===== config.mk =====
export PLATFORM = sky130hd
export DESIGN_NAME = integer_to_radix_ascii_top_flat
export DESIGN_NICKNAME = d
export VERILOG_FILES = /design/src/rtl/ira_pkg.sv /design/src/rtl/ira_in_if.sv /design/src/rtl/ira_out_if.sv /design/src/rtl/ira_ram.sv /design/src/rtl/ira_datapath.sv /design/src/rtl/ira_ctrl.sv /design/src/rtl/integer_to_radix_ascii_top.sv /design/src/flat_wrapper.sv
export SDC_FILE = /design/constraint.sdc
export NUM_CORES = 1
export LEC_CHECK = 0
export BUFFER_PORTS_ARGS = -buffer_cell sky130_fd_sc_hd__buf_4
export CAP_MARGIN = 5
export CORE_ASPECT_RATIO = 2
export CORE_UTILIZATION = 40
export DETAILED_ROUTE_END_ITERATION = 10
export PLACE_DENSITY = 0.58
export SKIP_CTS_REPAIR_TIMING = 1
export SYNTH_ARGS = -nofsm -noshare
export SYNTH_HDL_FRONTEND = slang
export SYNTH_SLANG_ARGS = --single-unit
export TNS_END_PERCENT = 50

===== constraint.sdc =====
create_clock -name clk -period 16.4 [get_ports clk]
set_input_delay 1.64 -clock clk [delete_from_list [all_inputs] [get_ports clk]]
set_output_delay 1.64 -clock clk [all_outputs]
set_load 0.05 [all_outputs]

===== src/rtl/ira_pkg.sv =====
// ----------------------------------------------------------------------------
// ira_pkg: shared types and constants for the radix ASCII converter
// Modes, default sizes, digit alphabet and the controller/datapath
// command and status bundles.
// ----------------------------------------------------------------------------
package ira_pkg;

  // Default sizes handed to the top level parameters
  localparam int DEF_VALUE_BITS = 64;
  localparam int DEF_MAX_DIGITS = 64;

  // Quotient bits resolved per divider cycle
  localparam int DIV_BITS = 4;

  // Input field widths fixed by the channel
  localparam int VALUE_W  = 64;
  localparam int RADIX_W  = 6;
  localparam int BUDGET_W = 7;
  localparam int CHAR_W   = 8;

  // Radix limits for general mode
  localparam logic [RADIX_W-1:0] RADIX_MIN  = 6'd2;
  localparam logic [RADIX_W-1:0] RADIX_MAX  = 6'd36;
  localparam logic [RADIX_W-1:0] RADIX_HOLE = 6'd35;
  localparam logic [RADIX_W-1:0] RADIX_DEC  = 6'd10;
  localparam logic [RADIX_W-1:0] RADIX_HEX  = 6'd16;

  // ASCII anchors
  localparam logic [CHAR_W-1:0] ASCII_ZERO   = 8'h30;  // '0'
  localparam logic [CHAR_W-1:0] ASCII_LETTER = 8'h37;  // 'A' - 10
  localparam logic [CHAR_W-1:0] CHAR_NONE    = 8'h00;

  typedef enum logic [1:0] {
    MODE_DEC     = 2'd0,
    MODE_HEX     = 2'd1,
    MODE_LETTER  = 2'd2,
    MODE_GENERAL = 2'd3
  } mode_t;

  // Sixteen-letter hex alphabet, digit 0 first
  localparam logic [CHAR_W-1:0] LETTER_HEX [16] = '{
    8'h51, 8'h42, 8'h50, 8'h56, 8'h46, 8'h5A, 8'h53, 8'h44,
    8'h54, 8'h4A, 8'h43, 8'h47, 8'h4B, 8'h59, 8'h58, 8'h57
  };

  // Controller to datapath commands
  typedef struct packed {
    logic load;      // capture a new transaction
    logic div_step;  // run one divider step
    logic store;     // write the finished digit
    logic rd;        // read the digit store
    logic cap;       // capture read data into the output register
    logic advance;   // step to the next lower digit index
  } ira_cmd_t;

  // Datapath to controller status
  typedef struct packed {
    logic radix_bad;    // incoming radix invalid in general mode
    logic budget_zero;  // incoming budget is zero
    logic quo_zero;     // quotient after this digit is zero
    logic count_hit;    // this digit fills the budget
    logic out_last;     // output register holds the final character
  } ira_sts_t;

  // Map a digit value to its character
  function automatic logic [CHAR_W-1:0] digit_char(mode_t m, logic [RADIX_W-1:0] d);
    logic [CHAR_W-1:0] c;
    begin
      if (m == MODE_LETTER) begin
        c = LETTER_HEX[d[3:0]];
      end else if (d < RADIX_DEC) begin
        c = ASCII_ZERO + CHAR_W'(d);
      end else begin
        c = ASCII_LETTER + CHAR_W'(d);
      end
      return c;
    end
  endfunction

endpackage


===== src/rtl/ira_in_if.sv =====
// ----------------------------------------------------------------------------
// ira_in_if: request channel of the radix ASCII converter
// Carries mode, value, radix and digit budget with valid/ready.
// ----------------------------------------------------------------------------
interface ira_in_if
  import ira_pkg::*;
();
  logic                valid;
  logic                ready;
  logic [1:0]          mode;
  logic [VALUE_W-1:0]  value;
  logic [RADIX_W-1:0]  radix;
  logic [BUDGET_W-1:0] digit_budget;

  modport source (output valid, output mode, output value, output radix,
                  output digit_budget, input ready);
  modport sink   (input valid, input mode, input value, input radix,
                  input digit_budget, output ready);
endinterface


===== src/rtl/ira_out_if.sv =====
// ----------------------------------------------------------------------------
// ira_out_if: character channel of the radix ASCII converter
// Carries one character with last and error flags, valid/ready.
// ----------------------------------------------------------------------------
interface ira_out_if
  import ira_pkg::*;
();
  logic              valid;
  logic              ready;
  logic [CHAR_W-1:0] character;
  logic              last;
  logic              error;

  modport source (output valid, output character, output last, output error,
                  input ready);
  modport sink   (input valid, input character, input last, input error,
                  output ready);
endinterface


===== src/rtl/ira_ram.sv =====
// ----------------------------------------------------------------------------
// ira_ram: generic single write, single read RAM
// One write port, one read port with registered read data.
// ----------------------------------------------------------------------------
module ira_ram #(
  parameter int WIDTH = 8,
  parameter int DEPTH = 64
) (
  input  logic                     clk,
  input  logic                     we,
  input  logic [$clog2(DEPTH)-1:0] waddr,
  input  logic [WIDTH-1:0]         wdata,
  input  logic                     re,
  input  logic [$clog2(DEPTH)-1:0] raddr,
  output logic [WIDTH-1:0]         rdata
);

  logic [WIDTH-1:0] mem [DEPTH];

  // Write and registered read
  always_ff @(posedge clk) begin
    if (we) begin
      mem[waddr] <= wdata;
    end
    if (re) begin
      rdata <= mem[raddr];
    end
  end

endmodule


===== src/rtl/ira_datapath.sv =====
// ----------------------------------------------------------------------------
// ira_datapath: divider, digit store and output register
// Shift-subtract divider resolving DIV_BITS quotient bits a cycle, digit
// store written lowest digit first and read back in reverse.
// ----------------------------------------------------------------------------
module ira_datapath
  import ira_pkg::*;
#(
  parameter int VALUE_BITS = DEF_VALUE_BITS,
  parameter int MAX_DIGITS = DEF_MAX_DIGITS
) (
  input  logic                clk,
  input  logic                rst,
  input  ira_cmd_t            cmd,
  output ira_sts_t            sts,
  input  logic [1:0]          mode,
  input  logic [VALUE_W-1:0]  value,
  input  logic [RADIX_W-1:0]  radix,
  input  logic [BUDGET_W-1:0] digit_budget,
  output logic [CHAR_W-1:0]   character,
  output logic                last,
  output logic                error
);

  localparam int STEPS = (VALUE_BITS + DIV_BITS - 1) / DIV_BITS;
  localparam int QW    = STEPS * DIV_BITS;
  localparam int AW    = $clog2(MAX_DIGITS);
  localparam int CW    = $clog2(MAX_DIGITS + 1);

  mode_t               cur_mode;
  logic [RADIX_W-1:0]  base;
  logic [CW-1:0]       budget;
  logic [QW-1:0]       quo;
  logic [RADIX_W-1:0]  rem;
  logic [CW-1:0]       count;
  logic [AW-1:0]       rd_idx;
  logic [CHAR_W-1:0]   rdata;

  logic [QW-1:0]       quo_next;
  logic [RADIX_W-1:0]  rem_next;
  logic [CW-1:0]       count_inc;
  logic [RADIX_W-1:0]  base_in;
  logic [CW-1:0]       budget_in;
  mode_t               mode_in;

  // Decode the incoming transaction
  always_comb begin
    mode_in = mode_t'(mode);
    case (mode_in)
      MODE_DEC:     base_in = RADIX_DEC;
      MODE_GENERAL: base_in = radix;
      default:      base_in = RADIX_HEX;
    endcase
    if (digit_budget > BUDGET_W'(MAX_DIGITS)) begin
      budget_in = CW'(MAX_DIGITS);
    end else begin
      budget_in = CW'(digit_budget);
    end
  end

  // Resolve DIV_BITS quotient bits; the remainder stays below the base
  always_comb begin
    logic [RADIX_W:0] t;
    quo_next = quo;
    rem_next = rem;
    for (int i = 0; i < DIV_BITS; i++) begin
      t        = {rem_next, quo_next[QW-1]};
      quo_next = {quo_next[QW-2:0], 1'b0};
      if (t >= {1'b0, base}) begin
        t           = t - {1'b0, base};
        quo_next[0] = 1'b1;
      end
      rem_next = t[RADIX_W-1:0];
    end
  end

  assign count_inc = count + CW'(1);

  // Status back to the controller
  always_comb begin
    sts.radix_bad   = (mode_in == MODE_GENERAL) &&
                      ((radix < RADIX_MIN) || (radix > RADIX_MAX) ||
                       (radix == RADIX_HOLE));
    sts.budget_zero = (digit_budget == '0);
    sts.quo_zero    = (quo == '0);
    sts.count_hit   = (count_inc == budget);
    sts.out_last    = last;
  end

  // Conversion registers
  always_ff @(posedge clk) begin
    if (rst) begin
      quo   <= '0;
      count <= '0;
    end else if (cmd.load) begin
      quo   <= QW'(value[VALUE_BITS-1:0]);
      count <= '0;
    end else if (cmd.div_step) begin
      quo   <= quo_next;
    end else if (cmd.store) begin
      count <= count_inc;
    end
  end

  // Transaction setup, remainder and read index
  always_ff @(posedge clk) begin
    if (cmd.load) begin
      cur_mode <= mode_in;
      base     <= base_in;
      budget   <= budget_in;
      rem      <= '0;
    end else if (cmd.div_step) begin
      rem <= rem_next;
    end else if (cmd.store) begin
      rem    <= '0;
      rd_idx <= count[AW-1:0];
    end else if (cmd.advance) begin
      rd_idx <= rd_idx - AW'(1);
    end
  end

  // Digit store
  ira_ram #(
    .WIDTH(CHAR_W),
    .DEPTH(MAX_DIGITS)
  ) u_store (
    .clk  (clk),
    .we   (cmd.store),
    .waddr(count[AW-1:0]),
    .wdata(digit_char(cur_mode, rem)),
    .re   (cmd.rd),
    .raddr(rd_idx),
    .rdata(rdata)
  );

  // Output register; load presets the error character
  always_ff @(posedge clk) begin
    if (cmd.load) begin
      character <= CHAR_NONE;
      last      <= 1'b1;
      error     <= 1'b1;
    end else if (cmd.cap) begin
      character <= rdata;
      last      <= (rd_idx == '0);
      error     <= 1'b0;
    end
  end

endmodule


===== src/rtl/ira_ctrl.sv =====
// ----------------------------------------------------------------------------
// ira_ctrl: sequencer of the radix ASCII converter
// Steps the divider per digit, stores digits, then reads them back and
// hands each character to the output channel.
// ----------------------------------------------------------------------------
module ira_ctrl
  import ira_pkg::*;
#(
  parameter int VALUE_BITS = DEF_VALUE_BITS
) (
  input  logic     clk,
  input  logic     rst,
  input  logic     in_valid,
  output logic     in_ready,
  output logic     out_valid,
  input  logic     out_ready,
  input  ira_sts_t sts,
  output ira_cmd_t cmd
);

  localparam int STEPS = (VALUE_BITS + DIV_BITS - 1) / DIV_BITS;
  localparam int SW    = (STEPS > 1) ? $clog2(STEPS) : 1;

  typedef enum logic [5:0] {
    ST_IDLE  = 6'b000001,
    ST_DIV   = 6'b000010,
    ST_STORE = 6'b000100,
    ST_RD    = 6'b001000,
    ST_CAP   = 6'b010000,
    ST_SEND  = 6'b100000
  } state_t;

  state_t        state, state_next;
  logic [SW-1:0] step_cnt;
  logic          in_acc;
  logic          out_acc;

  assign in_ready  = (state == ST_IDLE);
  assign out_valid = (state == ST_SEND);
  assign in_acc    = in_valid && in_ready;
  assign out_acc   = out_valid && out_ready;

  // Next state and commands
  always_comb begin
    state_next = state;
    cmd        = '0;
    case (state)
      ST_IDLE: begin
        if (in_acc) begin
          cmd.load = 1'b1;
          if (sts.radix_bad) begin
            state_next = ST_SEND;
          end else if (!sts.budget_zero) begin
            state_next = ST_DIV;
          end
        end
      end
      ST_DIV: begin
        cmd.div_step = 1'b1;
        if (step_cnt == SW'(STEPS - 1)) begin
          state_next = ST_STORE;
        end
      end
      ST_STORE: begin
        cmd.store = 1'b1;
        if (sts.quo_zero || sts.count_hit) begin
          state_next = ST_RD;
        end else begin
          state_next = ST_DIV;
        end
      end
      ST_RD: begin
        cmd.rd     = 1'b1;
        state_next = ST_CAP;
      end
      ST_CAP: begin
        cmd.cap    = 1'b1;
        state_next = ST_SEND;
      end
      ST_SEND: begin
        if (out_acc) begin
          if (sts.out_last) begin
            state_next = ST_IDLE;
          end else begin
            cmd.advance = 1'b1;
            state_next  = ST_RD;
          end
        end
      end
      default: begin
        state_next = ST_IDLE;
      end
    endcase
  end

  // State and divider cycle count
  always_ff @(posedge clk) begin
    if (rst) begin
      state    <= ST_IDLE;
      step_cnt <= '0;
    end else begin
      state <= state_next;
      if (state == ST_DIV) begin
        step_cnt <= step_cnt + SW'(1);
      end else begin
        step_cnt <= '0;
      end
    end
  end

  // A stored digit leads to another division or the read-back
  a_store_next: assert property (@(posedge clk) disable iff (rst)
    state == ST_STORE |=> (state == ST_DIV || state == ST_RD))
    else $error("store not followed by divide or read");

  // Each digit starts its division from a cleared cycle count
  a_step_clear: assert property (@(posedge clk) disable iff (rst)
    state == ST_STORE |=> step_cnt == '0)
    else $error("divider count not cleared between digits");

  // An invalid radix answers at once with the error character
  a_err_send: assert property (@(posedge clk) disable iff (rst)
    (in_acc && sts.radix_bad) |=> state == ST_SEND)
    else $error("invalid radix did not go to send");

  // A stalled character keeps the sequencer waiting
  a_send_hold: assert property (@(posedge clk) disable iff (rst)
    (state == ST_SEND && !out_ready) |=> state == ST_SEND)
    else $error("left send without output transaction");

  // No new request is taken while a character is pending
  a_excl: assert property (@(posedge clk) disable iff (rst)
    !(in_ready && out_valid))
    else $error("input and output active together");

endmodule


===== src/rtl/integer_to_radix_ascii_top.sv =====
// ----------------------------------------------------------------------------
// integer_to_radix_ascii_top: unsigned integer to ASCII digit converter
//
// Usage: in_ch carries one request transaction (mode, value, radix,
// digit_budget). out_ch returns the digits most significant first, one
// character per transaction, with last set on the final one. An invalid
// general-mode radix returns a single transaction with character zero,
// last and error set. A zero budget with a valid radix returns nothing.
// Flow: one request is worked at a time. Each digit passes through the
// shared shift-subtract divider and is then written to the digit store;
// each character is then read back from the digit store, registered and
// sent when the receiver is ready.
// Reset: rst returns the sequencer to idle; in_ch.ready is high the next
// cycle. When out_ch stalls, the pending character holds and no new
// request is taken until the final character is delivered.
// ----------------------------------------------------------------------------
module integer_to_radix_ascii_top
  import ira_pkg::*;
#(
  parameter int VALUE_BITS = DEF_VALUE_BITS,
  parameter int MAX_DIGITS = DEF_MAX_DIGITS
) (
  input logic   clk,
  input logic   rst,
  ira_in_if.sink    in_ch,
  ira_out_if.source out_ch
);

  ira_cmd_t cmd;
  ira_sts_t sts;

  // Sequencer
  ira_ctrl #(
    .VALUE_BITS(VALUE_BITS)
  ) u_ctrl (
    .clk      (clk),
    .rst      (rst),
    .in_valid (in_ch.valid),
    .in_ready (in_ch.ready),
    .out_valid(out_ch.valid),
    .out_ready(out_ch.ready),
    .sts      (sts),
    .cmd      (cmd)
  );

  // Divider, digit store and output register
  ira_datapath #(
    .VALUE_BITS(VALUE_BITS),
    .MAX_DIGITS(MAX_DIGITS)
  ) u_dp (
    .clk         (clk),
    .rst         (rst),
    .cmd         (cmd),
    .sts         (sts),
    .mode        (in_ch.mode),
    .value       (in_ch.value),
    .radix       (in_ch.radix),
    .digit_budget(in_ch.digit_budget),
    .character   (out_ch.character),
    .last        (out_ch.last),
    .error       (out_ch.error)
  );

endmodule

===== src/flat_wrapper.sv =====
// flat-port wrapper written by rule: the top's interface ports become plain ports
module integer_to_radix_ascii_top_flat import ira_pkg::*;
#(
  parameter int VALUE_BITS = DEF_VALUE_BITS,
  parameter int MAX_DIGITS = DEF_MAX_DIGITS
)
  (clk, rst, in_ch_valid, in_ch_mode, in_ch_value, in_ch_radix, in_ch_digit_budget, in_ch_ready, out_ch_valid, out_ch_character, out_ch_last, out_ch_error, out_ch_ready);
  ira_in_if in_ch_i ();
  ira_out_if out_ch_i ();
  input logic clk;
  input logic rst;
  input wire logic [$bits(in_ch_i.valid)-1:0] in_ch_valid;
  input wire logic [$bits(in_ch_i.mode)-1:0] in_ch_mode;
  input wire logic [$bits(in_ch_i.value)-1:0] in_ch_value;
  input wire logic [$bits(in_ch_i.radix)-1:0] in_ch_radix;
  input wire logic [$bits(in_ch_i.digit_budget)-1:0] in_ch_digit_budget;
  output wire logic [$bits(in_ch_i.ready)-1:0] in_ch_ready;
  output wire logic [$bits(out_ch_i.valid)-1:0] out_ch_valid;
  output wire logic [$bits(out_ch_i.character)-1:0] out_ch_character;
  output wire logic [$bits(out_ch_i.last)-1:0] out_ch_last;
  output wire logic [$bits(out_ch_i.error)-1:0] out_ch_error;
  input wire logic [$bits(out_ch_i.ready)-1:0] out_ch_ready;
  assign in_ch_i.valid = in_ch_valid;
  assign in_ch_i.mode = in_ch_mode;
  assign in_ch_i.value = in_ch_value;
  assign in_ch_i.radix = in_ch_radix;
  assign in_ch_i.digit_budget = in_ch_digit_budget;
  assign in_ch_ready = in_ch_i.ready;
  assign out_ch_valid = out_ch_i.valid;
  assign out_ch_character = out_ch_i.character;
  assign out_ch_last = out_ch_i.last;
  assign out_ch_error = out_ch_i.error;
  assign out_ch_i.ready = out_ch_ready;
  integer_to_radix_ascii_top #(.VALUE_BITS(VALUE_BITS), .MAX_DIGITS(MAX_DIGITS)) u_core (.clk(clk), .rst(rst), .in_ch(in_ch_i), .out_ch(out_ch_i));
endmodule

* After elaboration in Yosys (flattened, before gate mapping)
Memory sizes are Yosys's and may differ from the RTL's. A register that Yosys moved wholly into a read port is not among the register bits.
Cells that the tools add are included.
** Word-level totals
- Register bits :: 118
- Latch bits :: 0
- RAM bits :: 512
- Memory bits (read-only) :: 128
- Input port bits :: 83
- Output and inout port bits :: 12
- Memories :: 2
** Cells by class
- $add $sub $neg :: 9
- $mul :: 0
- Divide/modulo/power cells :: 0
- Order comparisons :: 9
- Equality and inequality tests :: 15
- Shift operators :: 0
- Mux-type cells :: 38
- Bitwise logic cells :: 4
- Reductions and logical operators :: 18
** Memory list
- u_core.u_dp.u_store.mem :: words 64, bits a word 8, read ports 1, clocked after Yosys merged registers in 1, write ports 1, line ira_ram.sv:18 : logic [WIDTH-1:0] mem [DEPTH];
- (name not given) :: words 16, bits a word 8, read ports 1, clocked after Yosys merged registers in 0, write ports 0, line ira_pkg.sv:70 : c = LETTER_HEX[d[3:0]];
** Operators by type and width (count)
- 64-bit 2-to-1 mux :: 2
- 6-bit 2-to-1 mux :: 13
- 64-bit zero test :: 1
- 6-bit one-hot mux with 6 select lines :: 1
- 7-bit by 6-bit greater-or-equal comparator with 1-bit output :: 4
- 8-bit 2-to-1 mux :: 3
- 6-bit subtractor :: 4
- 1-bit 2-to-1 mux :: 15
- 6-bit by 6-bit adder with 7-bit output, first input constant :: 2
- 6-bit == test, second input constant :: 2
- 6-bit one-hot mux with 2 select lines :: 1
- 4-bit 2-to-1 mux :: 2
- 7-bit by 1-bit adder with 7-bit output, second input constant :: 1
- 7-bit == test :: 1
- 7-bit > comparator, second input constant :: 1
- 7-bit zero test :: 1
- 7-bit 2-to-1 mux :: 1
- 6-bit by 1-bit == test with 1-bit output, second input constant :: 1
- 6-bit by 2-bit == test with 1-bit output, second input constant :: 1
- 6-bit by 3-bit == test with 1-bit output, second input constant :: 1
- 6-bit by 4-bit == test with 1-bit output, second input constant :: 1
- 6-bit by 5-bit == test with 1-bit output, second input constant :: 1
- 6-bit > comparator, second input constant :: 1
- 6-bit zero test :: 1
- other kinds (20) :: 31

* Depth between registers and ports, before layout
Gate-level depths: netlist (run 1).
- Depth after elaboration :: 10
- Depth in mapped cells :: 35
- Mapped depth without buffers :: 35

* Modules after synthesis
Synthesis (run 1) repeated with hierarchy kept, for this count alone.
** Second synthesis, totals
- Cell total of the unflattened synthesis :: 1820
- Area, all modules :: 27577.7 um2
** By module, submodules not included
- ira_ram :: times used 1, cells each 940, area an instance 20246.9 um2, sequential area each 15615.0 um2
- ira_datapath :: times used 1, cells each 817, area an instance 6780.3 um2, sequential area each 2372.3 um2
- ira_ctrl :: times used 1, cells each 63, area an instance 550.5 um2, sequential area each 200.2 um2

* Worst setup path after synthesis (run 1)
OpenSTA, ideal clock, no wires.
- Kind :: reg2reg
- From :: register u_core.u_dp.base[1]
- To :: register u_core.u_dp.rem[1]
- Setup time :: 122 ps
- Data arrival time :: 6554 ps
- Slack :: 9725 ps
- Cell stages (with the launch flop) :: 32
- Period minus slack after synthesis :: 6675 ps
- Cell sequence :: edfxtp_1 inv_1 ha_1 o21ai_0 a21oi_1 o41ai_2 mux2i_1 inv_1 ha_1 nand4_1 nor2_1 a311oi_4 and2_2 mux2_2 ha_1 nand3_1 a21oi_1 o31ai_1 nand2_1 o21bai_1 o21bai_4 mux2_4 inv_1 ha_1 nor2b_1 o21ai_0 nand2b_1 o211ai_1 a21boi_0 nor2_1 o211ai_4 a221o_1
** On the way
- Longest elaborated chain between the ends :: 9
** RTL lines
- start, declared :: line ira_datapath.sv:31 : logic [RADIX_W-1:0] base;
- start signal, assigned :: line ira_datapath.sv:109 : base <= base_in;
- 6-bit subtractor / 7-bit by 6-bit greater-or-equal comparator with 1-bit output (equally long branches) :: line ira_datapath.sv:70, ira_datapath.sv:69
- 6-bit 2-to-1 mux :: line ira_datapath.sv:69 : if (t >= {1'b0, base}) begin
- 6-bit subtractor / 7-bit by 6-bit greater-or-equal comparator with 1-bit output (equally long branches) :: line ira_datapath.sv:70, ira_datapath.sv:69
- 6-bit 2-to-1 mux :: line ira_datapath.sv:69
- 7-bit by 6-bit greater-or-equal comparator with 1-bit output / 6-bit subtractor (equally long branches) :: line ira_datapath.sv:69, ira_datapath.sv:70
- 6-bit 2-to-1 mux :: line ira_datapath.sv:69
- 6-bit subtractor / 7-bit by 6-bit greater-or-equal comparator with 1-bit output (equally long branches) :: line ira_datapath.sv:70, ira_datapath.sv:69
- 6-bit 2-to-1 mux (*) :: line ira_datapath.sv:69
- 6-bit 2-to-1 mux (*) :: line ira_datapath.sv:112 : end else if (cmd.div_step) begin
- end signal, assigned :: line ira_datapath.sv:113 : rem <= rem_next;
- end, declared :: line ira_datapath.sv:34 : logic [RADIX_W-1:0] rem;
Every way passes the cells marked *; elsewhere a longest branch is shown, timed or not.
A chain may end at the register's enable or synchronous reset.

* Worst setup path after layout (run 1)
- From :: register u_core.u_dp.rem[3]
- To :: register u_core.u_dp.rem[0]
** On the way
- Longest elaborated chain between the ends :: 9
** RTL lines (line)
- 6-bit subtractor / 7-bit by 6-bit greater-or-equal comparator with 1-bit output (equally long branches) :: ira_datapath.sv:70, ira_datapath.sv:69
- 6-bit 2-to-1 mux (*) :: ira_datapath.sv:69
- 6-bit subtractor / 7-bit by 6-bit greater-or-equal comparator with 1-bit output (equally long branches) :: ira_datapath.sv:70, ira_datapath.sv:69
- 6-bit 2-to-1 mux (*) :: ira_datapath.sv:69
- 7-bit by 6-bit greater-or-equal comparator with 1-bit output / 6-bit subtractor (equally long branches) :: ira_datapath.sv:69, ira_datapath.sv:70
- 6-bit 2-to-1 mux (*) :: ira_datapath.sv:69
- 7-bit by 6-bit greater-or-equal comparator with 1-bit output (*) :: ira_datapath.sv:69
- 6-bit 2-to-1 mux (*) :: ira_datapath.sv:69
- 6-bit 2-to-1 mux (*) :: ira_datapath.sv:112
Marks and branches as above.

==> metrics.md, run 1 <==
| Metric | Value |
|---|---|
| Outcome | finished, final reports clean |
| Syn nets | 1,634 |
| Sink Count | 572 |
| Final-report max-slew violation count | 0 |
| Clock H-tree levels | 2 |
| Yosys top cell area share | 0.590 |
| RSZ-0062 raised after global routing | false |
| RD Place Congestion | 0.833 |
| Gr usage total | 0.190 |
| F_max | 0.126 GHz |
| I/O Buffers | 93 |
| Vias in the first global route | 14.0k |
| MaxCap Viol Count | 0 |
| Most frequent cells in the layout | 476 x edfxtp_1, 148 x mux4_2, 110 x nor2_1, 110 x buf_4, 108 x nand2_1 |
| Ys async rst share | 0 |
| Synthesized cell area | 0.0242 sq mm |
| Sequential cell area fraction in the yosys report | 0.670 |
| Biggest cell delay along the critical path | 740 ps |
| Part of the cycle the worst path needs | 0.485 |
| Setup_tns | 0 ps |
| Final nets | 1,713 |
| Rel. slew slack | 0.271 |
| Dpl ws | 8500 ps |
| Routed Antenna Nets | 0 |
| Critical-path top delay cell | o41ai_2 |
| Largest net degree at the start of global routing | 84 |
| Syn_area_per_cell | 16.0 sq um |
| Hold Slack | 439 ps |
| Cell Rows | 127 |
| #FFs+latches synth | 572 |
| CTS Buf Count | 50 |
| Worst-path maximum fanout | 15 |
| Period minus WS final | 7960 ps |
| Critical Path End Type | flip-flop |
| Final Util | 0.457 |
| Area occupied by multi-input gates | 0.00764 sq mm |
| DRT Pass-1 Iters | 5 |
| WL per Instance | 24.1 um |
| Vias per Instance | 5.56 |
| First-pass GRT wire length | 86,000 um |
| Type of the worst min-delay path | flip-flop to flip-flop |
| Main flop type after synthesis | edfxtp_1 |
| Ys Warns | 0 |
| Critical Path AT | 8420 ps |
| Clock Pin Slew Worst Setup and Hold Paths | 70 ps |
| First DRT Iteration DRCs | 968 |
| P&R area growth vs syn | 13.0% |
| Post-synthesis cell type count | 67 |
| Final Hold Fails | 0 |
| Detailed Route WL | 57,800 um |
| Fillcell total | 5,149 |
| # diodes | 0 |
| Antenna violations before repair | 0 |
| Most common cell after layout, fill and taps aside | edfxtp_1 |
| Worst setup SP type | flip-flop |
| Placed cells | 2,309 |
| Boundary pin count | 95 |
| Worst vdd ir | 130 uV |
| # setup viols final | 0 |
| Post-route clock skew | 14.8 ps |
| Top post-synthesis cells by area | edfxtp_1 59%, mux4_2 14%, dfxtp_1 7.9% |
| Vias | 13.3k |
| Post-synth EDFFs | 476 |
| CTS root buffer | clkbuf_16 |
| Die ar. | 0.0616 sq mm |
| HPWL Detailed | 39,100 um |
| DRC Markers | 0 |
| Die height | 350 um |
| Clk_lat worst skew | 580 ps |
| Die width | 176 um |
| Area leader, netlist | edfxtp_1 |
| Worst setup margin | 8440 ps |
| TritonCTS clock tree | built |
| Worst Path Required | 16,860 ps |
| Register cell area after layout | 0.0162 sq mm |
| Clock Tree Buf Depth | 3 |
| Post-Synthesis Cells | 1,509 |
| Ratio of cells with drive above 1 in the final layout | 0.225 |
| Worst slew pin tran | 1090 ps |
| Most common cell on crit path | ha_1 |
| GR Overflow Total | 0 |
| Core Region | 0.0599 sq mm |
| Layout Cells excl Fill | 2,401 |
| P per Cell Area | 148 mW/mm^2 |
| Leakage | 8.96 nW |
| Initial core utilization | 0.404 |
| Critical path class | flip-flop to flip-flop |
## kinds of logic after synthesis
kind of cell,after synthesis,share of synthesized area
DFF,572,0.670
muxes,180,0.152
xor gates and xnor gates,41,0.0148
and+or+nand+nor,334,0.0631
buffers and inverters,117,0.0186
AOI/OAI and AO/OA,222,0.0592
adders and majority gates,42,0.0229
other,1,0.000155
## state kept, by name, summed over array words and instances, names as in the netlist
signal,cells
u_core.u_dp.u_store.rdata,7
u_core.u_dp.base,6
u_core.u_dp.error,1
u_core.u_dp.last,1
u_core.u_ctrl.step_cnt,4
u_core.u_dp.quo,64
u_core.u_dp.count,7
u_core.u_ctrl.state,6
u_core.u_dp.budget,7
u_core.u_dp.character,7
u_core.u_dp.u_store.mem,448
u_core.u_dp.cur_mode,2
u_core.u_dp.rem,6
u_core.u_dp.rd_idx,6
## layout make-up
cell class                 count  area share
sequential                   572       0.593
multi-input combinational    820       0.279
clock buffer                  67      0.0499
tap                          774      0.0354
timing repair buffer         112      0.0311
clock inverter                24     0.00736
inverter                      32     0.00439
## per-layer routing
metal	GRT usage	vias up	share of wire
met5	0	-	0
met4	0.0981	0	0.051
met3	0.0209	98	0.035
met2	0.368	338	0.56
met1	0.198	6828	0.35
li1	-	6074	-
## worst max-delay path: cells and delay by family, from the launching register on
family / cells / cell delay, ps
flops: 1 / 700
buf+inv: 2 / 150
compound gates: 12 / 3060
simple gates: 9 / 1170
fa+ha+maj: 4 / 1300
mux: 4 / 1460
## per-stage QoR
| stage | instance area (sq um) | total power (W) |
|---|---|---|
| 6_report | 27400 | 0.00406 |
| 5_1_grt | 27400 | 0.00425 |
| 4_1_cts | 27400 | 0.00410 |
| 3_5_place_dp | 25800 | 0.00295 |
| 3_3_place_gp | 25800 | 0.00293 |
| 2_1_floorplan | 24200 | 0.00265 |
## synth_stat cells, types with 2 or more instances
master	count
edfxtp_1	476
mux4_2	148
nor2_1	111
nand2_1	108
dfxtp_1	96
a21oi_1	88
a22oi_1	61
clkbuf_1	58
ha_1	38
inv_1	31
xnor2_1	28
o21ai_0	27
nor3_1	23
mux2i_1	21
buf_1	20
nor4_1	20
nand3_1	17
nor2b_1	14
xor2_1	13
mux2_2	10
a21o_1	7
nand4_1	7
a21boi_0	6
buf_2	6
nand2b_1	6
o211ai_1	5
o21ai_1	5
fa_1	4
and2_1	3
nand3b_1	3
nor3b_1	3
or2_2	3
or3_1	3
a211oi_1	2
a221oi_1	2
a31oi_1	2
and3_1	2
o21a_1	2
o31ai_1	2
## path summary, 6_finish.rpt
| check | startpoint | end | slack [ps] | depth (start not counted) |
|---|---|---|---|---|
| hold reg to reg | u_core.u_dp.error | u_core.u_dp.error | 440 | 2 |
| hold / removal | u_core.u_dp.error | u_core.u_dp.error | 440 | 2 |
| setup reg to reg | u_core.u_dp.rem[3] | u_core.u_dp.rem[0] | 8440 | 31 |
| setup / recovery | u_core.u_dp.rem[3] | u_core.u_dp.rem[0] | 8440 | 31 |
## report_power, final
group          switching [W]  internal (W)  total (W)  leakage, nW
clock network       0.000516      0.000634    0.00115        0.767
registers          0.0000506       0.00175    0.00180         5.11
logic               0.000660      0.000453    0.00111         3.09
total                0.00123       0.00283    0.00406         8.96
Power figures use the tool's default switching activity.
==> run 2, diff against run 1 <==
Clock period 16.4 ns to 7.6 ns, I/O delays scaled along.
==> run 2 against run 1 <==
Net effect:
- wire length is 1.1% higher
- cell area is 0.54% higher
- via count hardly changed
- clock-buffer cell count is 5 lower
- cell count is 0.17% higher
- global-route usage is 0.45 points higher
- largest cell class unchanged
- sequential share of layout area is 0.32 points lower
==> metrics.md, run 2 (synthesis gave the netlist of run 1 again) <==
| Metric | Value |
|---|---|
| Clock Tree Buf Depth | 3 |
| HPWL Detailed | 39,500 um |
| WL per Instance | 24.3 um |
| I/O Buffers | 93 |
| Most common cell after layout, fill and taps aside | edfxtp_1 |
| Largest net degree at the start of global routing | 89 |
| P per Cell Area | 325 mW/mm^2 |
| RD Place Congestion | 0.833 |
| Core Region | 0.0599 sq mm |
| Part of the cycle the worst path needs | 0.943 |
| Worst setup SP type | flip-flop |
| Hold path depth | 1 |
| Largest reg by FF count | u_core.u_dp.u_store.mem |
| Most common cell on crit path | ha_1 |
| Max reg flops | 448 |
| RSZ-0062 raised after global routing | false |
| Tot Pwr | 0.00895 W |
| Vias | 13.3k |
| Critical Path AT | 7630 ps |
| R2r endpoint | u_core.u_dp.rem[1] |
| P&R area growth vs syn | 13.6% |
| Worst vdd ir | 239 uV |
| CTS Buf Count | 49 |
| GR Overflow Total | 0 |
| Outcome | finished, final reports clean |
| Antenna violations before repair | 0 |
| CTS root buffer | clkbuf_16 |
| Clk_lat worst skew | 590 ps |
| R2R cell count | 33 |
| Routed Antenna Nets | 0 |
| Critical-path top delay cell | mux2i_1 |
| Final Hold Fails | 0 |
| Worst setup margin | 435 ps |
| Die ar. | 0.0616 sq mm |
| Dpl ws | 355 ps |
| Worst Path Required | 8070 ps |
| First-pass GRT wire length | 88,300 um |
| Final Cell Area | 0.0275 sq mm |
| Final nets | 1,718 |
| Leakage | 9.01 nW |
| Vias in the first global route | 14.2k |
| TritonCTS clock tree | built |
| First DRT Iteration DRCs | 936 |
| MaxCap Viol Count | 0 |
| Final-report max-slew violation count | 0 |
| Post-route clock skew | 23.0 ps |
| Die width | 176 um |
| Detailed Route WL | 58,400 um |
| Critical register-to-register path startpoint | u_core.u_dp.base[4] |
| WHS Endpoint | u_core.u_dp.cur_mode[0] |
| Placed cell area | 0.0258 sq mm |
| Period minus WS final | 7170 ps |
| Hold Crit Start | in_ch_mode[0] |
| Clock H-tree levels | 2 |
| Boundary pin count | 95 |
| DRC Markers | 0 |
| Sink Count | 572 |
| Ratio of cells with drive above 1 in the final layout | 0.232 |
| Critical path class | flip-flop to flip-flop |
| F_max | 0.140 GHz |
| Most frequent cells in the layout | 476 x edfxtp_1, 148 x mux4_2, 117 x buf_4, 110 x nor2_1, 108 x nand2_1 |
| Die height | 350 um |
| Worst slew pin tran | 1220 ps |
| Largest registers | u_core.u_dp.u_store.mem (448), u_core.u_dp.quo (64) |
| Clock Pin Slew Worst Setup and Hold Paths | 70 ps |
| DRT Pass-1 Iters | 5 |
| Biggest cell delay along the critical path | 490 ps |
| Worst-path maximum fanout | 8 |
| Rel. slew slack | 0.178 |
| Setup_tns | 0 ps |
| # setup viols final | 0 |
| Hold Slack | 381 ps |
| Vias per Instance | 5.54 |
| # diodes | 0 |
| Cell Rows | 127 |
| R2R Setup Slk | 430 ps |
| Initial core utilization | 0.404 |
| Critical Path End Type | flip-flop |
| Gr usage total | 0.195 |
| Type of the worst min-delay path | primary input to flip-flop |
| Fillcell total | 5,091 |
-- run 2: changes by cell type in the layout (fill, tap and decap cells not counted), moves of 3 or more --
cell        delta
buf_4          +7
bufinv_16      +4
clkbuf_8       -3
clkinvlp_4     +3
-- run 2: power breakdown --
group          internal, W  leakage, nW  switching, W
combinational      0.00100         3.11       0.00148
clock              0.00147        0.790       0.00114
sequential         0.00377         5.11     0.0000899
-- run 2: worst max-delay path, delay by kind of cell, from the launching register on --
family / cells / cell delay [ps]
buf+inv: 4 / 570
flops: 1 / 370
mux: 3 / 1150
fa+ha+maj: 4 / 1190
simple gates: 11 / 1450
compound gates: 11 / 2290
-- run 2: worst max path at each step --
stage	to	cells past startpoint	start	slack, ps
5_1_grt	u_core.u_dp.rem[0]	33	u_core.u_dp.base[4]	20
6_report	u_core.u_dp.rem[1]	33	u_core.u_dp.base[4]	430
3_3_place_gp	u_core.u_dp.rem[1]	32	u_core.u_dp.base[4]	460
2_1_floorplan	u_core.u_dp.rem[1]	31	u_core.u_dp.base[1]	920
4_1_cts	u_core.u_dp.rem[1]	32	u_core.u_dp.base[4]	300
3_5_place_dp	u_core.u_dp.rem[1]	32	u_core.u_dp.base[4]	360
-- run 2: metal layers --
layer,wire (um),GRT usage,vias up
li1,-,-,6075
met1,20400,0.203,6799
met5,0,0,-
met3,2030,0.0222,127
met4,3210,0.107,0
met2,32700,0.373,333
-- run 2: cell type report --
type,instances,area (sq um),area share
clock buffer,62,1320,0.0479
clock inverter,27,334,0.0121
inverter,32,120,0.00437
multi-input combinational,820,7660,0.278
sequential,572,16200,0.589
tap,774,968,0.0352
timing repair buffer,118,898,0.0327
-- run 2: stage by stage --
step,cells,util
after floorplan,1509,-
after global placement,2316,0.431
after detailed placement,2316,0.431
after CTS,2405,0.459
after global routing,2405,0.459
final,2405,0.459
==> run 3, diff against run 2 <==
Settings changed: ABC_AREA from default to 1, PLACE_DENSITY 0.58 to default, PLACE_DENSITY_LB_ADDON from default to 0.12, RECOVER_POWER from default to 100.
==> run 3 against run 2 <==
Net effect:
- the run now ends with max-capacitance violations, max-slew violations left
- clock skew up 6.9 ps
- register-to-register slack better by 290 ps
- non-clock buffer count up 1
- power up 41%
- clock-buffer cell count down 6
- fmax up 4.2%
- wire length up 19%
- sequential power up 13%
- worst hold slack better by 50 ps
- largest power group is now combinational logic
==> metrics.md, run 3 <==
| Metric | Value |
|---|---|
| Hold path depth | 1 |
| Failing checks | max-capacitance violations, max-slew violations |
| Main flop type after synthesis | edfxtp_1 |
| # diodes | 0 |
| WL per Instance | 22.3 um |
| CTS root buffer | clkbuf_16 |
| Gr usage total | 0.223 |
| Outcome | complete, but fails checks |
| GR Overflow Total | 0 |
| Syn_area_per_cell | 11.0 sq um |
| Vias per Instance | 5.61 |
| F_max | 0.145 GHz |
| Die width | 178 um |
| Cell Rows | 128 |
| Clk_lat worst skew | 600 ps |
| Post-route clock skew | 29.9 ps |
| Sink Count | 572 |
| TritonCTS clock tree | built |
| Most common cell after layout, fill and taps aside | edfxtp_1 |
| CTS Buf Count | 50 |
| R2R Setup Slk | 720 ps |
| DRC Markers | 0 |
| Setup_tns | 0 ps |
| Part of the cycle the worst path needs | 0.905 |
| First-pass GRT wire length | 106,000 um |
| Critical Path AT | 7190 ps |
| Largest net degree at the start of global routing | 157 |
| Critical register-to-register path startpoint | u_core.u_dp.rd_idx[0] |
| Placed cells | 3,026 |
| Antenna violations before repair | 0 |
| CP cell instances | buf_12 -> clkinvlp_2 -> clkbuf_2 -> o21ai_0 -> o221ai_1 -> nand3_1 -> nand3_1 -> nand3_1 -> nand2_1 |
| Largest reg by FF count | u_core.u_dp.u_store.mem |
| P per Cell Area | 454 mW/mm^2 |
| First DRT Iteration DRCs | 1,261 |
| Vias | 17.5k |
| R2R cell count | 9 |
| Critical Path End Type | flip-flop |
| Core Region | 0.0612 sq mm |
| Yosys top cell area share | 0.575 |
| Ys Warns | 0 |
| Critical-path top delay cell | clkinvlp_2 |
| Final nets | 2,423 |
| Hold Crit Start | in_ch_mode[1] |
| Top post-synthesis cells by area | edfxtp_1 58%, dfxtp_1 7.7%, o21ai_0 5.3% |
| RD Place Congestion | 0.825 |
| # setup viols final | 0 |
| P&R area growth vs syn | 11.8% |
| Routed Antenna Nets | 0 |
| Hold Slack | 431 ps |
| Ratio of cells with drive above 1 in the final layout | 0.0843 |
| Post-synthesis cell type count | 51 |
| Cell with the most instances after synthesis | edfxtp_1 |
| Post-synth EDFFs | 476 |
| Leakage | 9.39 nW |
| MaxCap Viol Count | 17 |
| Period minus WS final | 6880 ps |
| Worst setup SP type | flip-flop |
| HPWL Detailed | 44,900 um |
| Largest registers | u_core.u_dp.u_store.mem (448), u_core.u_dp.quo (64) |
| Sequential cell area fraction in the yosys report | 0.652 |
| RSZ-0062 raised after global routing | false |
| DRT Pass-1 Iters | 5 |
| Final Util | 0.454 |
| Biggest cell delay along the critical path | 2810 ps |
| Syn nets | 2,391 |
| Die ar. | 0.0632 sq mm |
| Rel. slew slack | -1.32 |
| Worst-path maximum fanout | 156 |
| Ys async rst share | 0 |
| Area leader, netlist | edfxtp_1 |
| Critical path class | flip-flop to flip-flop |
| R2r endpoint | u_core.u_dp.u_store.rdata[0] |
| Boundary pin count | 95 |
| Worst slew pin tran | 3470 ps |
| Type of the worst min-delay path | primary input to flip-flop |
| I/O Buffers | 93 |
| Post-Synthesis Cells | 2,266 |
| Final Hold Fails | 0 |
| Detailed Route WL | 69,600 um |
| Initial core utilization | 0.406 |
| Clock Pin Slew Worst Setup and Hold Paths | 70 ps |
| Most frequent cells in the layout | 476 x edfxtp_1, 350 x nor2_1, 270 x nand2_1, 263 x o21ai_0, 145 x nand3_1 |
| Clock Tree Buf Depth | 3 |
| Worst vdd ir | 740 uV |
| Synth top cells by count | 476 x edfxtp_1, 351 x nor2_1, 269 x nand2_1 |
| WHS Endpoint | u_core.u_dp.cur_mode[1] |
| Vias in the first global route | 18.0k |
| Die height | 355 um |
| Layout Cells excl Fill | 3,118 |
| Max reg flops | 448 |
| #FFs+latches synth | 572 |
| Clock H-tree levels | 2 |
| Worst Path Required | 7920 ps |
| Most common cell on crit path | nand3_1 |
| Final-report max-slew violation count | 878 |
| Synthesized cell area | 0.0249 sq mm |
[run 3: layout make-up]
class / count / area, sq um
clock buffers: 56 / 1320
clock inverters: 36 / 332
fillers: 5807 / 33400
inverters: 119 / 448
multi-input cells: 1436 / 7710
flip-flops and latches: 572 / 16200
well taps: 780 / 976
repair buffers: 119 / 795
[run 3: layer usage]
| layer | vias up | GRT usage | part of all wire |
|---|---|---|---|
| met3 | 158 | 0.0293 | 0.046 |
| met4 | 0 | 0.117 | 0.053 |
| met5 | - | 0 | 0 |
| met2 | 470 | 0.421 | 0.55 |
| li1 | 8268 | - | - |
| met1 | 8586 | 0.234 | 0.35 |
[run 3: worst max-delay path by stage]
stage	from	cells past startpoint	endpoint	slack, ps
6_report	u_core.u_dp.rd_idx[0]	9	u_core.u_dp.u_store.rdata[0]	720
4_1_cts	u_core.u_dp.base[1]	42	u_core.u_dp.rem[2]	870
5_1_grt	u_core.u_dp.base[1]	41	u_core.u_dp.quo[0]	150
2_1_floorplan	u_core.u_dp.base[1]	43	u_core.u_dp.rem[1]	1890
3_3_place_gp	u_core.u_dp.base[1]	42	u_core.u_dp.rem[1]	1000
3_5_place_dp	u_core.u_dp.base[1]	42	u_core.u_dp.rem[2]	890
[run 3: critical path, delay by kind of cell (launching register included)]
kind,cells,cell delay [ps]
AND/OR/NAND/NOR,4,850
flip-flops,1,380
buffers and inverters,3,4580
AO/OA/AOI/OAI,2,630
[run 3: logic make-up after synthesis]
group                    after synthesis  share of synthesized area
AO/OA/AOI/OAI                        531                      0.132
XOR/XNOR                              26                    0.00916
adder cells (fa/ha/maj)               42                     0.0224
buffers and inverters                258                     0.0404
flip-flops                           572                      0.652
other                                  1                   0.000151
AND/OR/NAND/NOR                      836                      0.144
[run 3: stage by stage]
| stage | power, W | instance area (sq um) | setup slack (ps) |
|---|---|---|---|
| floorplan | 0.00846 | 24900 | 1890 |
| global placement | 0.00995 | 26300 | 1000 |
| detailed placement | 0.0100 | 26300 | 894 |
| CTS | 0.0126 | 28000 | 869 |
| global route | 0.0134 | 27800 | 150 |
| finish | 0.0126 | 27800 | 724 |
[run 3: report_power, final]
group / switching, W / total [W] / internal [W]
Sequential: 0.000118 / 0.00436 / 0.00424
Clock: 0.00118 / 0.00260 / 0.00142
Combinational: 0.00388 / 0.00567 / 0.00179
